<file path="src/rtl/channel_occupancy_analyzer_defines.svh">
// Assertion macros for the channel occupancy analyzer.
// Needs clk_i and rst_ni in the scope of the including module.
`ifndef CHANNEL_OCCUPANCY_ANALYZER_DEFINES_SVH
`define CHANNEL_OCCUPANCY_ANALYZER_DEFINES_SVH

// Check on every edge, reset included.
`define COA_ASSERT_ALWAYS(label, prop, msg) \
  label: assert property (@(posedge clk_i) prop) else $error(msg);

// Check outside reset only.
`define COA_ASSERT(label, prop, msg) \
  label: assert property (@(posedge clk_i) disable iff (!rst_ni) prop) else $error(msg);

`endif

</file>
<file path="src/rtl/coa_pkg.sv">
// Shared types, constants and helpers of the channel occupancy analyzer.
// No dependencies; imported by coa_divider and channel_occupancy_analyzer.
package coa_pkg;

  // Field widths
  localparam int unsigned HIT_W       = 5;
  localparam int unsigned CH_W        = 7;
  localparam int unsigned LEVEL_W     = 5;
  localparam int unsigned PCT_W       = 7;
  localparam int unsigned QUIET_W     = 4;
  localparam int unsigned CFG_IDX_W   = 8;
  localparam int unsigned CFG_DATA_W  = 8;
  localparam int unsigned FS_W        = 8;
  localparam int unsigned DECAY_W     = 5;
  localparam int unsigned SWEEP_W     = 4;

  // Sweep totals and noise percentage
  localparam int unsigned HIT_TOTAL_W   = 12;
  localparam int unsigned HIT_TOTAL_MAX = 4095;
  localparam int unsigned PCT_SCALE     = 100;
  localparam int unsigned PCT_MAX       = 100;
  localparam int unsigned NUM_W         = 19;  // holds HIT_TOTAL_MAX * PCT_SCALE
  localparam int unsigned FS_MAX        = 255;

  // Band geometry: band k spans channels 9+5k .. 15+5k
  localparam int unsigned BAND_COUNT      = 13;
  localparam int unsigned BAND_SPACING    = 5;
  localparam int unsigned BAND_FIRST_LOW  = 9;
  localparam int unsigned BAND_TAPS       = 7;
  localparam int unsigned BAND_MEAN_SHIFT = 4;  // weights sum to 16
  localparam int unsigned BAND_W          = 4;
  localparam int unsigned TAP_W           = 3;
  localparam int unsigned WEIGHT_W        = 3;
  localparam int unsigned WSUM_W          = 9;

  // Register map and reset values
  localparam logic [CFG_IDX_W-1:0] REG_FULL_SCALE = 8'd0;
  localparam logic [CFG_IDX_W-1:0] REG_DECAY      = 8'd1;
  localparam logic [FS_W-1:0]      FS_RESET       = 8'd30;
  localparam logic [DECAY_W-1:0]   DECAY_RESET    = 5'd4;
  localparam logic [DECAY_W-1:0]   DECAY_MAX      = 5'd16;

  typedef enum logic [1:0] {
    KIND_PEAK    = 2'd0,
    KIND_BAND    = 2'd1,
    KIND_SUMMARY = 2'd2
  } kind_e;

  typedef struct packed {
    logic busy;
    logic done;
  } coa_div_stat_t;

  // Weight 4 - |distance| for tap 0..6 of a band window.
  function automatic logic [WEIGHT_W-1:0] tap_weight(input logic [TAP_W-1:0] tap);
    logic [WEIGHT_W-1:0] w;
    case (tap) inside
      3'd0, 3'd6: w = 3'd1;
      3'd1, 3'd5: w = 3'd2;
      3'd2, 3'd4: w = 3'd3;
      3'd3:       w = 3'd4;
      default:    w = 3'd0;
    endcase
    return w;
  endfunction

endpackage

</file>
<file path="src/rtl/coa_divider.sv">
// Bit-serial restoring divider for the sweep noise percentage.
// Depends on coa_pkg; one quotient bit per cycle.
module coa_divider import coa_pkg::*; #(
  parameter int unsigned NUM_CHANNELS = 80
) (
  input  logic                   clk_i,
  input  logic                   rst_ni,
  input  logic                   start_i,
  input  logic [HIT_TOTAL_W-1:0] hit_total_i,
  input  logic [FS_W-1:0]        full_scale_i,
  output coa_div_stat_t          stat_o,
  output logic [PCT_W-1:0]       percent_o
);

  localparam int unsigned DenMax = NUM_CHANNELS * FS_MAX;
  localparam int unsigned DW     = $clog2(DenMax + 1);
  localparam int unsigned CW     = $clog2(NUM_W + 1);
  localparam logic [CW-1:0] CntLast = CW'(NUM_W - 1);

  logic [NUM_W-1:0] num_q;
  logic [NUM_W-1:0] quo_q;
  logic [DW-1:0]    rem_q;
  logic [DW-1:0]    den_q;
  logic [CW-1:0]    cnt_q;
  logic             busy_q;
  logic             done_q;

  logic [FS_W-1:0]  fs_eff;
  logic [DW:0]      rem_sh;
  logic             ge;

  assign fs_eff = (full_scale_i == '0) ? FS_W'(1) : full_scale_i;
  assign rem_sh = {rem_q, num_q[NUM_W-1]};
  assign ge     = rem_sh >= {1'b0, den_q};

  always_ff @(posedge clk_i or negedge rst_ni) begin
    if (!rst_ni) begin
      num_q  <= '0;
      quo_q  <= '0;
      rem_q  <= '0;
      den_q  <= '0;
      cnt_q  <= '0;
      busy_q <= 1'b0;
      done_q <= 1'b0;
    end else if (start_i) begin
      num_q  <= NUM_W'(NUM_W'(hit_total_i) * NUM_W'(PCT_SCALE));
      den_q  <= DW'(DW'(NUM_CHANNELS) * DW'(fs_eff));
      rem_q  <= '0;
      quo_q  <= '0;
      cnt_q  <= '0;
      busy_q <= 1'b1;
      done_q <= 1'b0;
    end else if (busy_q) begin
      // shift in next numerator bit, subtract when it fits
      rem_q <= ge ? DW'(rem_sh - {1'b0, den_q}) : rem_sh[DW-1:0];
      quo_q <= {quo_q[NUM_W-2:0], ge};
      num_q <= {num_q[NUM_W-2:0], 1'b0};
      cnt_q <= CW'(cnt_q + CW'(1));
      if (cnt_q == CntLast) begin
        busy_q <= 1'b0;
        done_q <= 1'b1;
      end
    end
  end

  assign stat_o.busy = busy_q;
  assign stat_o.done = done_q;
  assign percent_o   = (quo_q > NUM_W'(PCT_MAX)) ? PCT_W'(PCT_MAX) : quo_q[PCT_W-1:0];

endmodule

</file>
<file path="src/rtl/channel_occupancy_analyzer.sv">
// Channel occupancy analyzer: per-channel peak hold, band levels, sweep summary.
// Depends on coa_pkg, coa_divider and channel_occupancy_analyzer_defines.svh.
//
// Usage:
//   Input channel (in_valid_i/in_ready_o) carries one channel hit count per
//   transaction, in sweep order; in_sweep_end_i marks the sweep's last channel.
//   Output channel (out_valid_o/out_ready_i) returns one peak-hold result per
//   input, plus 13 band results and one summary after a sweep-end input.
//   out_final_res_o flags the last result of each input.
//   Config channel (cfg_valid_i/cfg_ready_o) is always ready; write it idle only.
// Sequence:
//   A channel input passes accept, peak read-modify-write and result load;
//   the result load waits while the output register is stalled. The next
//   input is taken while that result still waits in the output register.
//   A sweep-end input adds a band walk over the hit store, one read port:
//   per band 7 tap reads, a drain and a result load, then after all bands
//   the summary result; the noise divider runs alongside.
// Reset:
//   Peak holds read as zero through per-entry valid bits; sweep totals,
//   sweep counter and registers return to their defaults at once.
// Back-pressure: a stalled output register holds the walk in place; nothing
//   is dropped, and no new input is taken until the walk is done.
`include "channel_occupancy_analyzer_defines.svh"

module channel_occupancy_analyzer import coa_pkg::*; #(
  parameter int unsigned NUM_CHANNELS = 80,
  parameter int unsigned MAX_HITS     = 30
) (
  input  logic                  clk_i,
  input  logic                  rst_ni,
  // input channel
  input  logic                  in_valid_i,
  output logic                  in_ready_o,
  input  logic [CH_W-1:0]       in_channel_i,
  input  logic [HIT_W-1:0]      in_hits_i,
  input  logic                  in_sweep_end_i,
  // result channel
  output logic                  out_valid_o,
  input  logic                  out_ready_i,
  output logic [1:0]            out_kind_o,
  output logic [CH_W-1:0]       out_index_o,
  output logic [LEVEL_W-1:0]    out_level_o,
  output logic [PCT_W-1:0]      out_noise_percent_o,
  output logic [QUIET_W-1:0]    out_quiet_band_o,
  output logic                  out_final_res_o,
  // configuration channel
  input  logic                  cfg_valid_i,
  output logic                  cfg_ready_o,
  input  logic [CFG_IDX_W-1:0]  cfg_index_i,
  input  logic [CFG_DATA_W-1:0] cfg_data_i
);

  localparam int unsigned CH_AW = $clog2(NUM_CHANNELS);
  localparam logic [7:0]        NumChLim  = 8'(NUM_CHANNELS);
  localparam logic [7:0]        MaxHitLim = 8'(MAX_HITS);
  localparam logic [CH_AW-1:0]  BaseFirst = CH_AW'(BAND_FIRST_LOW);
  localparam logic [CH_AW-1:0]  BaseStep  = CH_AW'(BAND_SPACING);
  localparam logic [TAP_W-1:0]  TapLast   = TAP_W'(BAND_TAPS - 1);
  localparam logic [BAND_W-1:0] BandLast  = BAND_W'(BAND_COUNT - 1);

  typedef enum logic [2:0] {
    S_IDLE,
    S_PEAK,
    S_EMIT0,
    S_RD,
    S_FIN,
    S_BEMIT,
    S_SUM
  } state_e;

  state_e state_q;

  // captured input transaction
  logic [CH_W-1:0]  ch_q;
  logic [HIT_W-1:0] hits_q;
  logic             end_q;
  logic             in_range_q;
  logic [LEVEL_W-1:0] held_q;

  // sweep state and configuration
  logic [SWEEP_W-1:0]     sweep_cnt_q;
  logic [HIT_TOTAL_W-1:0] tot_q;
  logic [HIT_W-1:0]       str_val_q;
  logic [CH_W-1:0]        str_ch_q;
  logic [FS_W-1:0]        full_scale_q;
  logic [DECAY_W-1:0]     decay_q;

  // band walk
  logic [TAP_W-1:0]    tap_q;
  logic [BAND_W-1:0]   band_q;
  logic [CH_AW-1:0]    base_q;
  logic                hrd_pend_q;
  logic [WEIGHT_W-1:0] wt_q;
  logic [WSUM_W-1:0]   acc_q;
  logic [HIT_W-1:0]    mx_q;
  logic [WSUM_W-1:0]   best_q;
  logic [QUIET_W-1:0]  quiet_q;

  // output register
  logic               out_valid_q;
  kind_e              out_kind_q;
  logic [CH_W-1:0]    out_index_q;
  logic [LEVEL_W-1:0] out_level_q;
  logic [PCT_W-1:0]   out_pct_q;
  logic [QUIET_W-1:0] out_quiet_q;
  logic               out_final_q;

  // memories
  logic [HIT_W-1:0] hit_mem [NUM_CHANNELS];
  logic [HIT_W-1:0] pk_mem  [NUM_CHANNELS];
  logic [NUM_CHANNELS-1:0] pk_vld_q;
  logic [HIT_W-1:0] hit_rd_q;
  logic [HIT_W-1:0] pk_rd_q;
  logic             pk_rd_vld_q;

  logic               in_acc;
  logic               in_range_c;
  logic [HIT_W-1:0]   hits_sat_c;
  logic [CH_AW-1:0]   in_idx;
  logic [CH_AW-1:0]   ch_idx;
  logic               out_free;
  logic               out_load;
  logic [DECAY_W-1:0] iv_eff;
  logic               decay_now;
  logic [HIT_W-1:0]   pk_cur;
  logic [HIT_W-1:0]   pk_new;
  logic [HIT_TOTAL_W:0] tot_sum;
  logic               hit_rd_en;
  logic [CH_AW-1:0]   hit_addr;
  logic [WSUM_W-1:0]  prod;
  logic [LEVEL_W-1:0] band_avg;
  logic [LEVEL_W-1:0] band_lvl;
  logic               div_start;
  coa_div_stat_t      div_stat;
  logic [PCT_W-1:0]   div_pct;

  // -------------------------------------------------------------------------
  // Handshake and input conditioning
  // -------------------------------------------------------------------------
  assign in_ready_o  = (state_q == S_IDLE);
  assign cfg_ready_o = 1'b1;
  assign in_acc      = in_valid_i && in_ready_o;
  assign in_range_c  = {1'b0, in_channel_i} < NumChLim;
  assign hits_sat_c  = ({3'b0, in_hits_i} > MaxHitLim) ? HIT_W'(MAX_HITS) : in_hits_i;
  assign in_idx      = in_channel_i[CH_AW-1:0];
  assign ch_idx      = ch_q[CH_AW-1:0];

  assign out_free = !out_valid_q || out_ready_i;
  assign out_load = out_free && ((state_q == S_EMIT0) || (state_q == S_BEMIT) ||
                                 ((state_q == S_SUM) && div_stat.done));

  // Decay interval clamps to 1..16; decay fires on the interval's last sweep.
  assign iv_eff = (decay_q == '0) ? DECAY_W'(1) :
                  (decay_q > DECAY_MAX) ? DECAY_MAX : decay_q;
  assign decay_now = (DECAY_W'(sweep_cnt_q) + DECAY_W'(1)) >= iv_eff;

  // Peak hold: rise at once, else fall by one on a decay sweep.
  assign pk_cur = pk_rd_vld_q ? pk_rd_q : '0;
  always_comb begin
    if (hits_q > pk_cur) begin
      pk_new = hits_q;
    end else if ((pk_cur != '0) && decay_now) begin
      pk_new = HIT_W'(pk_cur - HIT_W'(1));
    end else begin
      pk_new = pk_cur;
    end
  end

  assign tot_sum = {1'b0, tot_q} + (HIT_TOTAL_W + 1)'(hits_q);

  // Band walk datapath
  assign hit_rd_en = (state_q == S_RD);
  assign hit_addr  = CH_AW'(base_q + CH_AW'(tap_q));
  assign prod      = WSUM_W'(hit_rd_q) * WSUM_W'(wt_q);
  assign band_avg  = acc_q[WSUM_W-1:BAND_MEAN_SHIFT];
  assign band_lvl  = (mx_q > band_avg) ? mx_q : band_avg;

  // Kick the noise division once the sweep total is final.
  assign div_start = (state_q == S_EMIT0) && out_free && end_q;

  coa_divider #(
    .NUM_CHANNELS (NUM_CHANNELS)
  ) u_div (
    .clk_i        (clk_i),
    .rst_ni       (rst_ni),
    .start_i      (div_start),
    .hit_total_i  (tot_q),
    .full_scale_i (full_scale_q),
    .stat_o       (div_stat),
    .percent_o    (div_pct)
  );

  // -------------------------------------------------------------------------
  // Memories: hit store written on accept, read by the band walk;
  // peak store read on accept, written back in the following cycle.
  // -------------------------------------------------------------------------
  always_ff @(posedge clk_i) begin
    if (in_acc && in_range_c) begin
      hit_mem[in_idx] <= hits_sat_c;
    end
    if (hit_rd_en) begin
      hit_rd_q <= hit_mem[hit_addr];
    end
  end

  always_ff @(posedge clk_i) begin
    if (in_acc && in_range_c) begin
      pk_rd_q <= pk_mem[in_idx];
    end
    if ((state_q == S_PEAK) && in_range_q) begin
      pk_mem[ch_idx] <= pk_new;
    end
  end

  // Valid bits stand in for the all-zero reset of the peak store.
  always_ff @(posedge clk_i or negedge rst_ni) begin
    if (!rst_ni) begin
      pk_vld_q    <= '0;
      pk_rd_vld_q <= 1'b0;
    end else begin
      if (in_acc) begin
        pk_rd_vld_q <= in_range_c && pk_vld_q[in_idx];
      end
      if ((state_q == S_PEAK) && in_range_q) begin
        pk_vld_q[ch_idx] <= 1'b1;
      end
    end
  end

  // -------------------------------------------------------------------------
  // Configuration registers
  // -------------------------------------------------------------------------
  always_ff @(posedge clk_i or negedge rst_ni) begin
    if (!rst_ni) begin
      full_scale_q <= FS_RESET;
      decay_q      <= DECAY_RESET;
    end else if (cfg_valid_i) begin
      case (cfg_index_i)
        REG_FULL_SCALE: full_scale_q <= cfg_data_i;
        REG_DECAY:      decay_q      <= cfg_data_i[DECAY_W-1:0];
        default: ;
      endcase
    end
  end

  // -------------------------------------------------------------------------
  // Sequencer, sweep state and output register
  // -------------------------------------------------------------------------
  always_ff @(posedge clk_i or negedge rst_ni) begin
    if (!rst_ni) begin
      state_q     <= S_IDLE;
      ch_q        <= '0;
      hits_q      <= '0;
      end_q       <= 1'b0;
      in_range_q  <= 1'b0;
      held_q      <= '0;
      sweep_cnt_q <= '0;
      tot_q       <= '0;
      str_val_q   <= '0;
      str_ch_q    <= '0;
      tap_q       <= '0;
      band_q      <= '0;
      base_q      <= BaseFirst;
      hrd_pend_q  <= 1'b0;
      wt_q        <= '0;
      acc_q       <= '0;
      mx_q        <= '0;
      best_q      <= '0;
      quiet_q     <= '0;
      out_valid_q <= 1'b0;
      out_kind_q  <= KIND_PEAK;
      out_index_q <= '0;
      out_level_q <= '0;
      out_pct_q   <= '0;
      out_quiet_q <= '0;
      out_final_q <= 1'b0;
    end else begin
      // drop a taken result unless a new one loads this cycle
      if (out_load) begin
        out_valid_q <= 1'b1;
      end else if (out_ready_i) begin
        out_valid_q <= 1'b0;
      end

      // accumulate the tap read issued last cycle
      hrd_pend_q <= hit_rd_en;
      if (hit_rd_en) begin
        wt_q <= tap_weight(tap_q);
      end
      if (hrd_pend_q) begin
        acc_q <= WSUM_W'(acc_q + prod);
        if (hit_rd_q > mx_q) begin
          mx_q <= hit_rd_q;
        end
      end

      case (state_q)
        S_IDLE: begin
          if (in_acc) begin
            ch_q       <= in_channel_i;
            hits_q     <= hits_sat_c;
            end_q      <= in_sweep_end_i;
            in_range_q <= in_range_c;
            state_q    <= S_PEAK;
          end
        end

        S_PEAK: begin
          held_q <= in_range_q ? pk_new : '0;
          if (in_range_q) begin
            tot_q <= (tot_sum > (HIT_TOTAL_W + 1)'(HIT_TOTAL_MAX)) ?
                     HIT_TOTAL_W'(HIT_TOTAL_MAX) : tot_sum[HIT_TOTAL_W-1:0];
            if (hits_q > str_val_q) begin
              str_val_q <= hits_q;
              str_ch_q  <= ch_q;
            end
          end
          state_q <= S_EMIT0;
        end

        S_EMIT0: begin
          if (out_free) begin
            out_kind_q  <= KIND_PEAK;
            out_index_q <= ch_q;
            out_level_q <= held_q;
            out_pct_q   <= '0;
            out_quiet_q <= '0;
            out_final_q <= !end_q;
            if (end_q) begin
              tap_q   <= '0;
              band_q  <= '0;
              base_q  <= BaseFirst;
              acc_q   <= '0;
              mx_q    <= '0;
              state_q <= S_RD;
            end else begin
              state_q <= S_IDLE;
            end
          end
        end

        S_RD: begin
          tap_q <= TAP_W'(tap_q + TAP_W'(1));
          if (tap_q == TapLast) begin
            state_q <= S_FIN;
          end
        end

        S_FIN: begin
          // last tap lands in the accumulator this cycle
          state_q <= S_BEMIT;
        end

        S_BEMIT: begin
          if (out_free) begin
            out_kind_q  <= KIND_BAND;
            out_index_q <= CH_W'(band_q);
            out_level_q <= band_lvl;
            out_pct_q   <= '0;
            out_quiet_q <= '0;
            out_final_q <= 1'b0;
            // quietest band keeps the first of equal sums
            if ((band_q == '0) || (acc_q < best_q)) begin
              best_q  <= acc_q;
              quiet_q <= QUIET_W'(band_q + BAND_W'(1));
            end
            acc_q  <= '0;
            mx_q   <= '0;
            tap_q  <= '0;
            base_q <= CH_AW'(base_q + BaseStep);
            band_q <= BAND_W'(band_q + BAND_W'(1));
            state_q <= (band_q == BandLast) ? S_SUM : S_RD;
          end
        end

        S_SUM: begin
          if (out_free && div_stat.done) begin
            out_kind_q  <= KIND_SUMMARY;
            out_index_q <= str_ch_q;
            out_level_q <= str_val_q;
            out_pct_q   <= div_pct;
            out_quiet_q <= quiet_q;
            out_final_q <= 1'b1;
            // close the sweep
            tot_q       <= '0;
            str_val_q   <= '0;
            str_ch_q    <= '0;
            sweep_cnt_q <= decay_now ? '0 : SWEEP_W'(sweep_cnt_q + SWEEP_W'(1));
            state_q     <= S_IDLE;
          end
        end

        default: state_q <= S_IDLE;
      endcase
    end
  end

  assign out_valid_o         = out_valid_q;
  assign out_kind_o          = out_kind_q;
  assign out_index_o         = out_index_q;
  assign out_level_o         = out_level_q;
  assign out_noise_percent_o = out_pct_q;
  assign out_quiet_band_o    = out_quiet_q;
  assign out_final_res_o     = out_final_q;

  // -------------------------------------------------------------------------
  // Assertions
  // -------------------------------------------------------------------------
  `COA_ASSERT(a_walk_addr_in_range, hit_rd_en |-> (8'(hit_addr) < NumChLim), "band walk read beyond the channel range")
  `COA_ASSERT(a_summary_is_final, (out_valid_o && (out_kind_o == KIND_SUMMARY)) |-> out_final_res_o, "summary without final flag")
  `COA_ASSERT(a_band_not_final, (out_valid_o && (out_kind_o == KIND_BAND)) |-> (!out_final_res_o && (out_index_o < CH_W'(BAND_COUNT))), "bad band result")
  `COA_ASSERT_ALWAYS(a_div_status, !(div_stat.busy && div_stat.done), "divider busy and done together")

endmodule
</file>
<file path="config.mk">
export PLATFORM = sky130hd
export DESIGN_NAME = channel_occupancy_analyzer
export DESIGN_NICKNAME = d
export VERILOG_FILES = /design/src/rtl/coa_pkg.sv /design/src/rtl/coa_divider.sv /design/src/rtl/channel_occupancy_analyzer.sv
export VERILOG_INCLUDE_DIRS = /design/src /design/src/rtl
export SDC_FILE = /design/constraint.sdc
export NUM_CORES = 1
export LEC_CHECK = 0
export CORE_MARGIN = 4
export CORE_UTILIZATION = 40
export CTS_CLUSTER_SIZE = 14
export DETAILED_ROUTE_END_ITERATION = 8
export DONT_BUFFER_PORTS = 1
export SLEW_MARGIN = 20
export SYNTH_ARGS = -nofsm -noshare
export SYNTH_HDL_FRONTEND = slang
export SYNTH_HIERARCHICAL = 1
export SYNTH_SLANG_ARGS = --single-unit
</file>
<file path="constraint.sdc">
create_clock -name clk_i -period 12.9 [get_ports clk_i]
set_clock_uncertainty 0.2 [all_clocks]
set_input_delay 2.58 -clock clk_i [delete_from_list [all_inputs] [get_ports clk_i]]
set_output_delay 2.58 -clock clk_i [all_outputs]
set_load 0.02 [all_outputs]
</file>
==> results.yml, run 1 <==
status:
  status: "finished, final reports clean"
setup_path:
  critPathKind: "flip-flop to output pin"
  path_delay_family: "simple AND/OR/NAND/NOR gates"
  crit_path_start_kind: "flip-flop"
  critPathBufInv: 0
  cpPeakStageDelay_ps: 860
  slowest_stage: "nor3_2"
  cp.required_ps: 10120
  worstPathMaxFanout: 23
  worstPathCellList: "nor3_2"
  cp.arrival_ps: 2200
  endpoint_kind: "output pin"
cells_and_area:
  n_antenna_cell: 0
  final_common_cell: "edfxtp_1"
  stdcell_count: 4952
  drive_above_1_share_pct: 15.48
  fin_nets: 3418
  area_growth_pct: 11.16
  mostFrequentLayoutCells: "edfxtp_1 (810), nor2_1 (300), dfrtp_1 (277), nand2_1 (228), mux4_2 (148)"
sta:
  fmax_ghz: 0.2008
  drv_slew: 0
  finalHoldViolations: 0
  relSlewSlack_pct: 4.141
  finalCriticalPeriod_ps: 4979
  setup_viol: 0
  timing.final.crit_share_pct: 38.60
  worstMarginPinSlew_ps: 1438
  rsz0062_at_grt: "false"
  final.setup.tns_ps: 0
die:
  rows: 127
  die-area_um2: 126100
  core-area_um2: 119800
  pin_count: 63
  initial_core_util_pct: 40.22
  die_h_um: 355.1
  die_w_um: 355.1
power_and_ir_drop:
  peakVddDrop_mv: 0.3664
  powerDensity_nw_per_um2: 250.8
  p_leak_nw: 19.50
synth:
  syn-cell-area_um2: 48190
  synth-warning-count: 6
  avgSynthCellArea_um2: 14.70
  netlist_instances: 3279
  syn-num-nets: 3458
grt:
  grt.total_usage_pct: 18.51
  grt_use_met2_pct: 28.23
  use_met1_pct: 26.62
  grt_pass1_vias: 27687
  grt_max_degree: 286
  antenna_found_initial: 1
  grtUsageMet3_pct: 4.531
  overflow: 0
  grt_pass1_wl_mm: 178.2
  top_usage_layer: "met2"
clock_network:
  cts_hold_buf: 0
  postCtsSetupBuffers: 0
  cts_root_buffer: "clkbuf_16"
  cts_buffers: 114
  cts_tree: "done"
  clockBufferDepth: 3
  htree_levels: 3
  cts-resized-gates: 0
  clk_pin_slew_ps: 60
  clk-insertion-delay-late_ps: 750
  clock-sinks: 1095
route:
  routed_wl_mm: 117.7
  ant_nets: 0
  vias: 27766
  via_per_inst: 5.607
  drtIter0Drc: 2537
  wire_per_inst_um: 23.77
  drcViolationCount: 0
  firstDrtPassIters: 6
place:
  dpl.cell_count: 4734
  hpwl_mm: 72.62
  gp_congestion: 0.8441
  portBuffers: 0
flow_run:
  cap_viol_max_count: 0
worst_hold_path:
  hold_class: "flip-flop to flip-flop"
[metal layers]
metal	part of all wire, %	routed length [um]
met1	44	52000
met2	45	53400
met3	8.0	9465
met4	2.4	2836
met5	0	0
[state kept, by name, indices dropped and copies added (netlist names), 7 cells and up]
register,count
u_div/quo_q,19
tot_q,12
out_noise_percent_o,7
str_ch_q,7
full_scale_q,8
base_q,7
u_div/den_q,11
u_div/rem_q,15
hit_mem,400
best_q,9
ch_idx,7
out_index_o,7
pk_vld_q,80
u_div/num_q,17
pk_mem,400
acc_q,9
[stage by stage]
stage / setup WS [ps] / power, W / cell area [um^2] / hold slack (ps) / util [%]
2_1_floorplan: 6948 / 0.008795 / 48190 / 227.8 / -
3_3_place_gp: 7465 / 0.01001 / 49570 / 244.3 / 41.38
3_5_place_dp: 7366 / 0.01008 / 49580 / 245.3 / 41.38
4_1_cts: 7936 / 0.01352 / 53530 / 263.6 / 44.68
5_1_grt: 7880 / 0.01424 / 53570 / 267.2 / 44.71
6_report: 7921 / 0.01343 / 53570 / 261.5 / 44.71
[power breakdown]
part	switching (W)	internal, W
logic	0.00291	0.00202
clock network	0.00143	0.00199
registers	0.000403	0.00469
[worst paths after layout]
kind	slack, ps	from	to	cells past startpoint
setup / recovery	7920	state_q[0]	in_ready_o	1
hold / removal	260	pk_vld_q[55]	pk_vld_q[55]	1
setup reg to reg	8420	tap_q[0]	hit_rd_q[0]	8
hold reg to reg	260	pk_vld_q[55]	pk_vld_q[55]	1
max in group asynchronous	9940	rst_ni	u_div/busy_q	0
min in group asynchronous	1380	rst_ni	pk_vld_q[3]	0
[area by class of cell]
cell class	count	area, um^2
Clock buffer	145	3060
Clock inverter	72	892.1
Fill cell	10651	66250
Inverter	119	446.7
Multi-Input combinational cell	1883	15470
Sequential cell	1095	31470
Tap cell	1612	2017
Timing Repair Buffer	26	215.2
Note: power is estimated with default switching activity, not from simulation.
==> run 2, diff against run 1 <==
clock period = 4.7 ns   (was 12.9 ns; I/O delays follow)
==> run 2 against run 1 <==
Effect of this change:
- register-to-register slack lost 7600 ps
- setup slack got worse by 7100 ps
- worst hold slack got worse by 140 ps
- non-clock buffer count grew 31
- utilization increased by 0.10 points
- cell count increased by 0.53%
- clock power rose to 2.6 times the previous value
- combinational power grew to 2.8 times the previous value
- sequential power grew to 2.8 times the previous value
- first-iteration DRC count grew 13%
- critical endpoint is now u_div/num_q[15]
- largest cell class unchanged
- highest routed layer unchanged
==> results.yml, run 2 (same netlist as run 1, synthesis figures left out) <==
place:
  portBuffers: 0
  preCtsSetupSlack_ps: 886.3
  hpwl_mm: 72.42
  gp_congestion: 0.8280
cells_and_area:
  top_regs: "hit_mem x400, pk_mem x400, pk_vld_q x80"
  ff_latch_area_um2: 31470
  final_common_cell: "edfxtp_1"
  multi_input_area_um2: 15450
  drive_above_1_share_pct: 15.81
  area_growth_pct: 11.42
  fin_nets: 3447
  mostFrequentLayoutCells: "edfxtp_1 (810), nor2_1 (300), dfrtp_1 (277), nand2_1 (228), mux4_2 (148)"
  fillers: 10632
  n_antenna_cell: 0
sta:
  rsz0062_at_grt: "false"
  finalHoldViolations: 0
  drv_slew: 0
  worstMarginPinSlew_ps: 1211
  final.setup.tns_ps: 0
  fmax_ghz: 0.2607
  relSlewSlack_pct: 18.70
  timing.final.crit_share_pct: 81.62
  finalCriticalPeriod_ps: 3836
  fin_ws_ps: 863.8
  whs_ps: 126.0
  setup_viol: 0
power_and_ir_drop:
  peakVddDrop_mv: 0.6000
  p_leak_nw: 19.56
  powerDensity_nw_per_um2: 684.3
grt:
  top_usage_layer: "met2"
  grt.total_usage_pct: 18.45
  grt_max_degree: 286
  grt_use_met2_pct: 28.08
  use_met1_pct: 26.53
  grtUsageMet3_pct: 4.305
  grt_pass1_wl_mm: 178.2
  grt_pass1_vias: 27763
  antenna_found_initial: 1
  overflow: 0
route:
  routed_wl_mm: 117.2
  via_per_inst: 5.600
  vias: 27877
  firstDrtPassIters: 7
  ant_nets: 0
  drtIter0Drc: 2878
  drcViolationCount: 0
  wire_per_inst_um: 23.55
setup_path:
  cpPeakStageDelay_ps: 600
  endpoint_kind: "flip-flop"
  crit_cells: 12
  crit_path_start_kind: "flip-flop"
  worstPathCellList: "ha_1 > ha_1 > inv_1 > fa_1 > inv_1 > ha_1 > nand3_1 > o211ai_1 > o41ai_1 > o21ai_0 > or2_2 > a31o_2"
  critPathKind: "flip-flop to flip-flop"
  critPathBufInv: 2
  worstSetupStartpoint: "tot_q[5]"
  cp.required_ps: 5090
  worstPathMaxFanout: 9
  cp.arrival_ps: 4230
  crit_top_cell: "ha_1"
  r2r_end: "u_div/num_q[15]"
  critPathCapture: "u_div/num_q[15]"
  slowest_stage: "o41ai_1"
  rrSetupSlack_ps: 860
  worstReg2RegStart: "tot_q[5]"
  ff2ff_path_depth: 12
  path_delay_family: "adder cells"
clock_network:
  htree_levels: 3
  clk-insertion-delay-late_ps: 720
  clock-sinks: 1095
  cts_tree: "done"
  clockBufferDepth: 3
  clk_pin_slew_ps: 60
  cts_root_buffer: "clkbuf_16"
  cts_buffers: 112
die:
  rows: 127
  die-area_um2: 126100
  pin_count: 63
  initial_core_util_pct: 40.22
  die_w_um: 355.1
  die_h_um: 355.1
  core-area_um2: 119800
worst_hold_path:
  hold_class: "input port to flip-flop"
status:
  status: "finished, final reports clean"
flow_run:
  cap_viol_max_count: 0
[run 2: where the power goes]
group          internal, W  switching [W]  leakage [nW]
Combinational      0.00580        0.00806          6.78
Clock              0.00511        0.00380          1.77
Sequential          0.0128        0.00115          11.0
Total               0.0237         0.0130          19.6
[run 2: metal layers]
| metal | up-vias | wire length [um] |
|---|---|---|
| met4 | 0 | 3322 |
| met3 | 187 | 9438 |
| li1 | 12494 | - |
| met2 | 1022 | 53020 |
| met5 | - | 0 |
| met1 | 14174 | 51460 |
[run 2: what timing repair did]
action	in CTS	in global routing
hold endpoints to repair	278	18
buffers inserted	0	0
resized for setup	0	0
[run 2: worst min path at each step]
stage / start / endpoint / slack (ps) / cells after the start
3_5_place_dp: pk_vld_q[21] / pk_vld_q[21] / 250 / 1
3_3_place_gp: pk_vld_q[50] / pk_vld_q[50] / 250 / 1
6_report: in_hits_i[3] / hit_mem[20][3] / 130 / 0
2_1_floorplan: pk_vld_q[50] / pk_vld_q[50] / 230 / 1
4_1_cts: rst_ni / pk_vld_q[3] / -280 / 0
5_1_grt: in_hits_i[3] / hit_mem[20][3] / 80 / 0
[run 2: final cells by class]
| class | instances | area share (%) |
|---|---|---|
| multi-input cells | 1883 | 28.78 |
| flip-flops and latches | 1095 | 58.61 |
| repair buffers | 57 | 1.109 |
| clock buffers | 153 | 5.658 |
| clock inverters | 59 | 1.258 |
| inverters | 119 | 0.8319 |
| well taps | 1612 | 3.757 |
[run 2: worst register-to-register path, cell delays in order, from the launching register on]
cell	delay, ps
dfrtp_1	480
ha_1	320
ha_1	280
inv_1	50
fa_1	470
inv_1	50
ha_1	320
nand3_1	90
o211ai_1	120
o41ai_1	600
o21ai_0	220
or2_2	300
a31o_2	240
[run 2: stage by stage]
step / cells / total power [W] / utilization, % / cell area [um^2]
after floorplan: 3279 / 0.02407 / - / 48200
after detailed placement: 4762 / 0.02803 / 41.64 / 49890
after CTS: 4974 / 0.03698 / 44.74 / 53610
after global routing: 4978 / 0.03897 / 44.81 / 53690
after global placement: 4762 / 0.02782 / 41.64 / 49890
final: 4978 / 0.03674 / 44.81 / 53690
